`src/rtl/dual_stack_word_engine_top_defines.svh`:
```
//------------------------------------------------------------------------------
// Dual stack word engine assertion macros
// Concurrent checks sampled on clock, disabled while reset is high.
//------------------------------------------------------------------------------
`ifndef DUAL_STACK_WORD_ENGINE_TOP_DEFINES_SVH
`define DUAL_STACK_WORD_ENGINE_TOP_DEFINES_SVH

// same-cycle implication
`define DSWE_ASSERT_SAME(label, ante, cons) \
   label: assert property (@(posedge clock) disable iff (reset) (ante) |-> (cons)) \
      else $error("dswe check failed");

// next-cycle implication
`define DSWE_ASSERT_NEXT(label, ante, cons) \
   label: assert property (@(posedge clock) disable iff (reset) (ante) |=> (cons)) \
      else $error("dswe check failed");

`endif

```
`src/rtl/dswe_pkg.sv`:
```
`timescale 1ns / 1ps
//------------------------------------------------------------------------------
// Dual stack word engine package
// Widths, command and status codes, controller/datapath interface structs.
//------------------------------------------------------------------------------
package dswe_pkg;

   localparam int WORD_W      = 64;
   localparam int CMD_W       = 5;
   localparam int CNT_W       = 9;
   localparam int STACK_DEPTH = 256;

   typedef enum logic [CMD_W-1:0] {
      CMD_PUSH    = 5'd0,
      CMD_POP     = 5'd1,
      CMD_DROP    = 5'd2,
      CMD_DUP     = 5'd3,
      CMD_OVER    = 5'd4,
      CMD_PICK    = 5'd5,
      CMD_SWAP    = 5'd6,
      CMD_DROP2   = 5'd7,
      CMD_DUP2    = 5'd8,
      CMD_OVER2   = 5'd9,
      CMD_DEPTH   = 5'd10,
      CMD_CLEAR   = 5'd11,
      CMD_SVPUSH  = 5'd12,
      CMD_SVPOP   = 5'd13,
      CMD_SVDROP  = 5'd14,
      CMD_SVPICK  = 5'd15,
      CMD_SVDEPTH = 5'd16,
      CMD_SVCLEAR = 5'd17
   } cmd_type;

   typedef enum logic [1:0] {
      ST_OK      = 2'd0,
      ST_UNDER   = 2'd1,
      ST_SHALLOW = 2'd2,
      ST_OVER    = 2'd3
   } status_type;

   // controller -> datapath phase strobes
   typedef struct packed {
      logic load;
      logic rd_a;
      logic rd_b;
      logic cap_b;
      logic wr1;
      logic wr2;
   } ctl_type;

   // datapath -> controller decode and condition flags
   typedef struct packed {
      logic under;
      logic has_read;
      logic two_read;
      logic is_pick;
      logic shallow;
      logic has_write;
      logic two_write;
   } sts_type;

endpackage

```
`src/rtl/dswe_ctrl.sv`:
```
`timescale 1ns / 1ps
`include "dual_stack_word_engine_top_defines.svh"
//------------------------------------------------------------------------------
// Dual stack word engine controller
// Sequences read, capture and write phases of one command per word.
//------------------------------------------------------------------------------
module dswe_ctrl (
   input  logic              clock,
   input  logic              reset,
   input  logic              start,
   input  dswe_pkg::sts_type sts,
   output logic              busy,
   output logic              rsp_valid,
   output dswe_pkg::ctl_type ctl
);

   typedef enum logic [6:0] {
      S_IDLE = 7'b0000001,
      S_RA   = 7'b0000010,
      S_RB   = 7'b0000100,
      S_CB   = 7'b0001000,
      S_W1   = 7'b0010000,
      S_W2   = 7'b0100000,
      S_FIN  = 7'b1000000
   } state_type;

   state_type state_ff;
   state_type state_in;

   always_comb begin
      state_in = state_ff;
      case (state_ff)
         S_IDLE: begin
            if (start) begin
               state_in = S_RA;
            end
         end
         S_RA: begin
            if (sts.under) begin
               state_in = S_FIN;
            end else if (sts.has_read) begin
               state_in = S_RB;
            end else if (sts.has_write) begin
               state_in = S_W1;
            end else begin
               state_in = S_FIN;
            end
         end
         S_RB: begin
            if (sts.two_read || (sts.is_pick && !sts.shallow)) begin
               state_in = S_CB;
            end else if (sts.has_write && !sts.is_pick) begin
               state_in = S_W1;
            end else begin
               state_in = S_FIN;
            end
         end
         S_CB: begin
            state_in = S_W1;
         end
         S_W1: begin
            state_in = sts.two_write ? S_W2 : S_FIN;
         end
         S_W2: begin
            state_in = S_FIN;
         end
         S_FIN: begin
            state_in = start ? S_RA : S_IDLE;
         end
         default: begin
            state_in = S_IDLE;
         end
      endcase
   end

   always_ff @(posedge clock) begin
      if (reset) begin
         state_ff <= S_IDLE;
      end else begin
         state_ff <= state_in;
      end
   end

   assign busy      = !((state_ff == S_IDLE) || (state_ff == S_FIN));
   assign rsp_valid = (state_ff == S_FIN);

   assign ctl.load  = start && !busy;
   assign ctl.rd_a  = (state_ff == S_RA);
   assign ctl.rd_b  = (state_ff == S_RB);
   assign ctl.cap_b = (state_ff == S_CB);
   assign ctl.wr1   = (state_ff == S_W1);
   assign ctl.wr2   = (state_ff == S_W2);

   `DSWE_ASSERT_NEXT(a_accept_to_ra, start && !busy, state_ff == S_RA)
   `DSWE_ASSERT_SAME(a_w2_after_w1, state_ff == S_W2, $past(state_ff) == S_W1)
   `DSWE_ASSERT_NEXT(a_under_to_fin, (state_ff == S_RA) && sts.under, state_ff == S_FIN)

endmodule

```
`config.mk`:
```
export PLATFORM = sky130hd
export DESIGN_NAME = dswe_ctrl
export DESIGN_NICKNAME = d
export VERILOG_FILES = /design/src/rtl/dswe_pkg.sv /design/src/rtl/dswe_ctrl.sv
export VERILOG_INCLUDE_DIRS = /design/src /design/src/rtl
export SDC_FILE = /design/constraint.sdc
export NUM_CORES = 1
export LEC_CHECK = 0
export BUFFER_PORTS_ARGS = -buffer_cell sky130_fd_sc_hd__buf_2
export CAP_MARGIN = 15
export CORE_AREA = 2 2 39 41
export CTS_CLUSTER_SIZE = 28
export DETAILED_ROUTE_END_ITERATION = 10
export DIE_AREA = 0 0 41 43
export SLEW_MARGIN = 30
export SYNTH_ARGS = -nofsm -noshare
export SYNTH_HDL_FRONTEND = slang
export SYNTH_SLANG_ARGS = --single-unit
```
`constraint.sdc`:
```
create_clock -name clock -period 2.3 [get_ports clock]
set_input_delay 0.46 -clock clock [delete_from_list [all_inputs] [get_ports clock]]
set_output_delay 0.46 -clock clock [all_outputs]
set_load 0.05 [all_outputs]
```
==> metrics.csv, run 1 <==
metric;value;unit
max_slew_margin;77.9;%
clock-root-buffer;clkbuf_4;
largest_reg_flops;7;
wl_per_cell;10.0;um
multi_input_comb_area;332;sq um
synth_edf_count;0;
leakage;0.286;nW
gp_congestion;0.750;
status;completed;
synth.net_count;73;
ff2ff_path_depth;4;
yosysSeqAreaShare;28.7;%
end_kind;output port;
dieArea;1760;sq um
fin_nets;94;
grt_overflow;0;
worstPathMaxFanout;7;
dr_total_vias;493;
fin_cells;99;
syn2layout_area_growth;25.9;%
cts_made_buffers;3;
max_freq;473;MHz
yosysUniqueCellTypes;28;
start_util;35.3;%
clock_skew;2.13;ps
fin_area;614;sq um
cts_setup_buffers;0;
ioPinCount;18;
antenna-diode-count;0;
utilization;44.4;%
synth_top_area_share;28.7;%
post-route-min-period;2110;ps
synth_area_per_cell;7.75;sq um
top_register;state_ff;
fin_crit_sh;91.9;%
finalHoldViolations;0;
firstDrtPassIters;4;
powerDensity;487;nW/um^2
grt_pass1_vias;414;
vdd_ir_drop_max;0.240;mV
reg2reg_from;state_ff[3];
synthCells;63;
ys_warn_count;0;
htreeDepth;1;
required;1840;ps
async_flop_share;0;%
finalSetupViolations;0;
timing.hold.ws;439;ps
layout-drive-gt1-share;31.3;%
hold_end;state_ff[0];
via_per_inst;4.98;
worst_slack;187;ps
yosysMostFrequentCell;nor2_1;
regToRegEndpoint;state_ff[5];
seq_area;140;sq um
finalPower;0.299;mW
die_y;43;um
clkSinkCount;7;
clockBufferDepth;2;
ys_ff_latch;7;
synth_top_family_by_area;simple AND/OR/NAND/NOR gates;
place_area;588;sq um
hp-class;primary input to flip-flop;
yosys-top-cells-count;nor2_1 (13), dfxtp_1 (7), nand2_1 (5);
largestRegisters;state_ff: 7 flops;
synth-simple-area-share;46.2;%
routed_wl;992;um
hold_path_depth;2;
core_region_area;1380;sq um
worstSetupStartpointType;flip-flop;
insertion_delay;250;ps
die_x;41;um
synth_largest_area_cell;dfxtp_1;
min_from;reset;
grt_pass1_wl;1.73;mm
place_hpwl;766;um
reg2reg_slack;870;ps
yosys-top-cells-area;dfxtp_1 (29%), nor2_1 (10%), o21a_1 (4.6%);
cts_tree;built;
worstPathCellList;nor3_2, nor3b_4, and3_4, buf_2;
crit_path_max_incr_delay;370;ps
core.rowCount;14;
synthMuxAreaShare;0;%
antenna_found_initial;0;
setup-tns-final;0;ps
synth_xor_area_share;3.59;%
cts_hold_buf;0;
rsz0062_at_grt;false;
drt-initial-drc-count;3;
slowest_stage;dfxtp_1;
worst_slew_pin_slew;329;ps
clkTransAtPathRegs;50;ps
crit_type;flip-flop to output port;
grt.total_usage;14.5;%
crit_arrival;1650;ps
slew_viol_final;0;
dp_cells;95;
grt_max_degree;10;
synth_compound_area_share;18.2;%
num-fill-cells;151;
drc_errors;0;
drtAntennaViolNets;0;
drv_cap;0;
numPortBuffers;17;
cts_resized;0;
synthAdderAreaFrac;0;%
synth_area;488;sq um
dp_slack;458;ps
ys.flop_type;dfxtp_1;
==> area by class of cell <==
class | instances | share of cell area (%)
multi-input cells | 52 | 54.0
flip-flops and latches | 7 | 22.8
repair buffers | 17 | 13.8
clock buffers | 4 | 4.28
well taps | 16 | 3.26
inverters | 3 | 1.83
==> placed cells by master (no fill, tap or decap) <==
cell and count:
buf_2 17, nor2_1 13, dfxtp_1 7, nand2_1 5, inv_1 3, nor3_1 3
a21oi_1 3, o21a_1 3, clkbuf_4 3, nand2b_1 2, xor2_1 2, and3_1 2
nor2b_1 2, o21ai_0 2, nor3_2 1, nand4b_1 1, or2b_1 1, nand3_1 1
nor3b_4 1, and3_4 1, a31oi_2 1, nor4b_1 1, nor4b_2 1, nor3b_2 1
and2b_1 1, o22ai_1 1, o211ai_1 1, a21boi_0 1, o21bai_1 1, clkbuf_1 1
==> critical path, delay by kind of cell, from the launching register on <==
kind | cells | cell delay [ps]
and+or+nand+nor | 3 | 780
DFF | 1 | 370
buffers and inverters | 1 | 250
==> report_power, final <==
| group | total (mW) | switching, mW | internal, mW |
|---|---|---|---|
| registers | 0.129 | 0.00481 | 0.124 |
| clock network | 0.111 | 0.0453 | 0.0662 |
| logic | 0.0590 | 0.0364 | 0.0226 |
| total | 0.299 | 0.0864 | 0.213 |
==> layer usage <==
layer	global-route usage, %	wire [um]
met5	0	0
met4	10.0	14
met3	1.57	30
met2	18.4	455
met1	21.5	491
==> worst max-delay path by stage <==
stage	start	cells past startpoint	endpoint
2_1_floorplan	state_ff[3]	4	rsp_valid
3_3_place_gp	state_ff[3]	4	ctl[5]
3_5_place_dp	state_ff[3]	4	ctl[5]
4_1_cts	state_ff[3]	4	ctl[5]
5_1_grt	state_ff[3]	4	ctl[5]
6_report	state_ff[3]	4	ctl[5]
==> logic make-up after synthesis <==
| family | after synthesis |
|---|---|
| DFF | 7 |
| and+or+nand+nor | 37 |
| buffers and inverters | 4 |
| xor gates and xnor gates | 2 |
| AOI/OAI and AO/OA | 13 |
Power figures use the tool's default switching activity.
==> inputs of run 2 (changes only) <==
RECOVER_POWER = 50   (was unset)
==> run 2 against run 1 <==
Effect of this change:
- critical path type unchanged
- sequential share of layout area grew 0.67 points
- highest routed layer unchanged
- via count shrank 1.8%
- clock-buffer cell count is the same
==> metrics.csv, run 2 (synthesis gave the netlist of run 1 again) <==
metric;value;unit
drc_errors;0;
setup-tns-final;0;ps
worst_slew_pin_slew;464;ps
vdd_ir_drop_max;0.233;mV
cts_setup_buffers;0;
drtAntennaViolNets;0;
post-route-min-period;2100;ps
place_hpwl;766;um
pwr-share-clk;37.1;%
cts_made_buffers;3;
cts_resized;0;
start_util;35.3;%
fin_cells;99;
layout_common_cells;buf_2 (17), nor2_1 (13), dfxtp_1 (7);
core.rowCount;14;
antenna-diode-count;0;
status;completed;
antenna_found_initial;0;
num-fill-cells;152;
crit_type;flip-flop to output port;
ioPinCount;18;
syn2layout_area_growth;22.3;%
worstPathMaxFanout;7;
cts_hold_buf;0;
worstSetupStartpointType;flip-flop;
insertion_delay;250;ps
crit_arrival;1640;ps
clock-root-buffer;clkbuf_4;
htreeDepth;1;
swShare;28.3;%
dieArea;1760;sq um
dp_cells;95;
layout-drive-gt1-share;27.7;%
core_region_area;1380;sq um
max_freq;477;MHz
rsz0062_at_grt;false;
power_frac_seq;43.6;%
grt_overflow;0;
top_register;state_ff;
largestRegisters;state_ff: 7 flops;
finalHoldViolations;0;
required;1840;ps
p_int;0.212;mW
leakage;0.284;nW
p_sw;0.0835;mW
clock_skew;0.506;ps
grt.total_usage;14.5;%
numPortBuffers;17;
cts_tree;built;
end_kind;output port;
grt_pass1_wl;1.73;mm
via_per_inst;4.89;
fin_nets;94;
slew_viol_final;0;
crit_start;state_ff[3];
max_slew_margin;68.9;%
clockBufferDepth;2;
clkSinkCount;7;
clkTransAtPathRegs;50;ps
finalSetupViolations;0;
routed_wl;983;um
firstDrtPassIters;3;
powerDensity;495;nW/um^2
timing.hold.ws;427;ps
fin_crit_sh;91.2;%
largest_reg_flops;7;
p_comb_share;19.3;%
reg2reg_from;state_ff[3];
die_y;43;um
wl_per_cell;9.93;um
grt_pass1_vias;414;
dr_total_vias;484;
min_from;reset;
final_common_cell;buf_2;
grt_max_degree;10;
hp-class;primary input to flip-flop;
drt-initial-drc-count;4;
die_x;41;um
gp_congestion;0.750;
drv_cap;0;
-- run 2: final timing paths --
path,end,slack (ps),cells past startpoint
max,ctl[5],200,4
min reg2reg,state_ff[3],690,2
min,state_ff[0],430,2
max reg2reg,state_ff[3],810,4
-- run 2: stage by stage --
step / util [%] / setup WS, ps / power (mW) / area, sq um
global placement: 42.5 / 491 / 0.191 / 588
finish: 43.1 / 202 / 0.296 / 597
detailed placement: 42.5 / 458 / 0.191 / 588
global route: 43.1 / 92.0 / 0.310 / 597
floorplan: - / 287 / 0.171 / 488
CTS: 44.4 / 183 / 0.303 / 614
-- run 2: power groups by stage --
stage	Clock [mW]	Sequential [mW]	Combinational (mW)
2_1_floorplan	0	0.130	0.0406
3_3_place_gp	0	0.132	0.0589
3_5_place_dp	0	0.131	0.0593
4_1_cts	0.115	0.129	0.0595
5_1_grt	0.118	0.129	0.0626
6_report	0.110	0.129	0.0570
-- run 2: per-layer routing --
metal | routed length, um | GRT usage, %
met3 | 28 | 1.57
met1 | 480 | 21.5
met2 | 461 | 18.4
met4 | 14 | 10.0
met5 | 0 | 0
-- run 2: critical path, stage by stage, from the launching register on --
cell and delay, ps:
dfxtp_1 370, nor3_2 260, nor3b_4 280, and3_4 220, buf_2 250
-- run 2: final cells by class --
class	count	area (sq um)	area share (%)
Clock buffer	4	26.3	4.40
Inverter	3	11.3	1.89
Multi-Input combinational cell	52	314	52.6
Sequential cell	7	140	23.5
Tap cell	16	20.0	3.35
Timing Repair Buffer	17	85.1	14.3
==> inputs of run 3 (changes only) <==
CAP_MARGIN = unset   (was 15)
CTS_BUF_LIST = sky130_fd_sc_hd__clkbuf_4   (was unset)
==> run 3 against run 2 <==
Effect of this change:
- die area unchanged
- first-iteration DRC count unchanged
- routed wire length up 0.10%
- non-clock buffer count unchanged
- worst hold slack got worse by 3.7 ps
- utilization is 0.27 points higher
- combinational power barely moved
- clock power is 12% higher
- critical endpoint unchanged
==> metrics.csv, run 3 (synthesis gave the netlist of run 1 again) <==
metric;value;unit
core.rowCount;14;
pwr-share-clk;39.9;%
post-route-min-period;2100;ps
start_util;35.3;%
grt_overflow;0;
clkSinkCount;7;
top_register;state_ff;
place_area;588;sq um
grt_pass1_vias;414;
dp_slack;458;ps
cts_tree;built;
final_common_cell;buf_2;
cts_hold_buf;0;
wl_per_cell;9.94;um
core_region_area;1380;sq um
antenna-diode-count;0;
ioPinCount;18;
fin_nets;94;
fin_area;601;sq um
insertion_delay;250;ps
antenna_found_initial;0;
numPortBuffers;17;
dp_cells;95;
p_int;0.224;mW
die_y;43;um
htreeDepth;1;
hp-class;primary input to flip-flop;
layout-drive-gt1-share;28.9;%
crit_type;flip-flop to output port;
p_comb_share;18.5;%
p_sw;0.0852;mW
ff2ff_path_depth;4;
powerDensity;515;nW/um^2
drv_cap;0;
firstDrtPassIters;4;
worstSetupStartpointType;flip-flop;
worst_slew_pin_slew;483;ps
vdd_ir_drop_max;0.212;mV
syn2layout_area_growth;23.1;%
clock-root-buffer;clkbuf_4;
clkTransAtPathRegs;50;ps
status;completed;
finalPower;0.309;mW
fin_crit_sh;91.1;%
layout_common_cells;buf_2 (17), nor2_1 (13), dfxtp_1 (7);
clockBufferDepth;2;
max_freq;477;MHz
drtAntennaViolNets;0;
largestRegisters;state_ff: 7 flops;
clock_skew;1.86;ps
crit_arrival;1640;ps
cts_resized;0;
cts_setup_buffers;0;
dr_total_vias;488;
utilization;43.4;%
gp_congestion;0.750;
fin_cells;99;
largest_reg_flops;7;
worstPathMaxFanout;7;
cts_made_buffers;3;
grt.total_usage;14.8;%
drc_errors;0;
via_per_inst;4.93;
leakage;0.287;nW
grt_pass1_wl;1.74;mm
drt-initial-drc-count;4;
slew_viol_final;0;
rsz0062_at_grt;false;
setup-tns-final;0;ps
finalSetupViolations;0;
finalHoldViolations;0;
die_x;41;um
max_slew_margin;67.7;%
place_hpwl;766;um
end_kind;output port;
routed_wl;984;um
power_frac_seq;41.7;%
grt_max_degree;10;
dieArea;1760;sq um
worst_slack;204;ps
hold_path_depth;2;
required;1840;ps
swShare;27.6;%
timing.hold.ws;424;ps
==> run 3: cell types whose count changed in the layout (fill, tap and decap cells not counted) <==
cell,change
clkbuf_1,-1
clkbuf_4,+1
==> run 3: cell type report <==
| class | instances | area [sq um] |
|---|---|---|
| flip-flops and latches | 7 | 140 |
| fillers | 150 | 783 |
| clock buffers | 4 | 30.0 |
| multi-input cells | 52 | 314 |
| inverters | 3 | 11.3 |
| repair buffers | 17 | 85.1 |
| well taps | 16 | 20.0 |
==> run 3: worst paths after layout <==
kind	slack (ps)	start	to
min	420	reset	state_ff[0]
max	200	state_ff[3]	ctl[5]
min reg2reg	680	state_ff[2]	state_ff[3]
max reg2reg	800	state_ff[3]	state_ff[3]
==> run 3: power by group through the flow <==
| stage | clock network [mW] | logic, mW | registers (mW) |
|---|---|---|---|
| 2_1_floorplan | 0 | 0.0406 | 0.130 |
| 3_3_place_gp | 0 | 0.0589 | 0.132 |
| 3_5_place_dp | 0 | 0.0593 | 0.131 |
| 4_1_cts | 0.129 | 0.0595 | 0.129 |
| 5_1_grt | 0.132 | 0.0626 | 0.129 |
| 6_report | 0.123 | 0.0571 | 0.129 |
==> run 3: per-layer routing <==
metal / track usage [%] / part of all wire [%]
met1: 21.5 / 48
met2: 18.4 / 47
met3: 1.57 / 3.5
met4: 12.0 / 1.4
met5: 0 / 0
==> run 3: critical path, cell delays in order (launching register included) <==
cell and delay [ps]:
dfxtp_1 370, nor3_2 260, nor3b_4 280, and3_4 220, buf_2 250
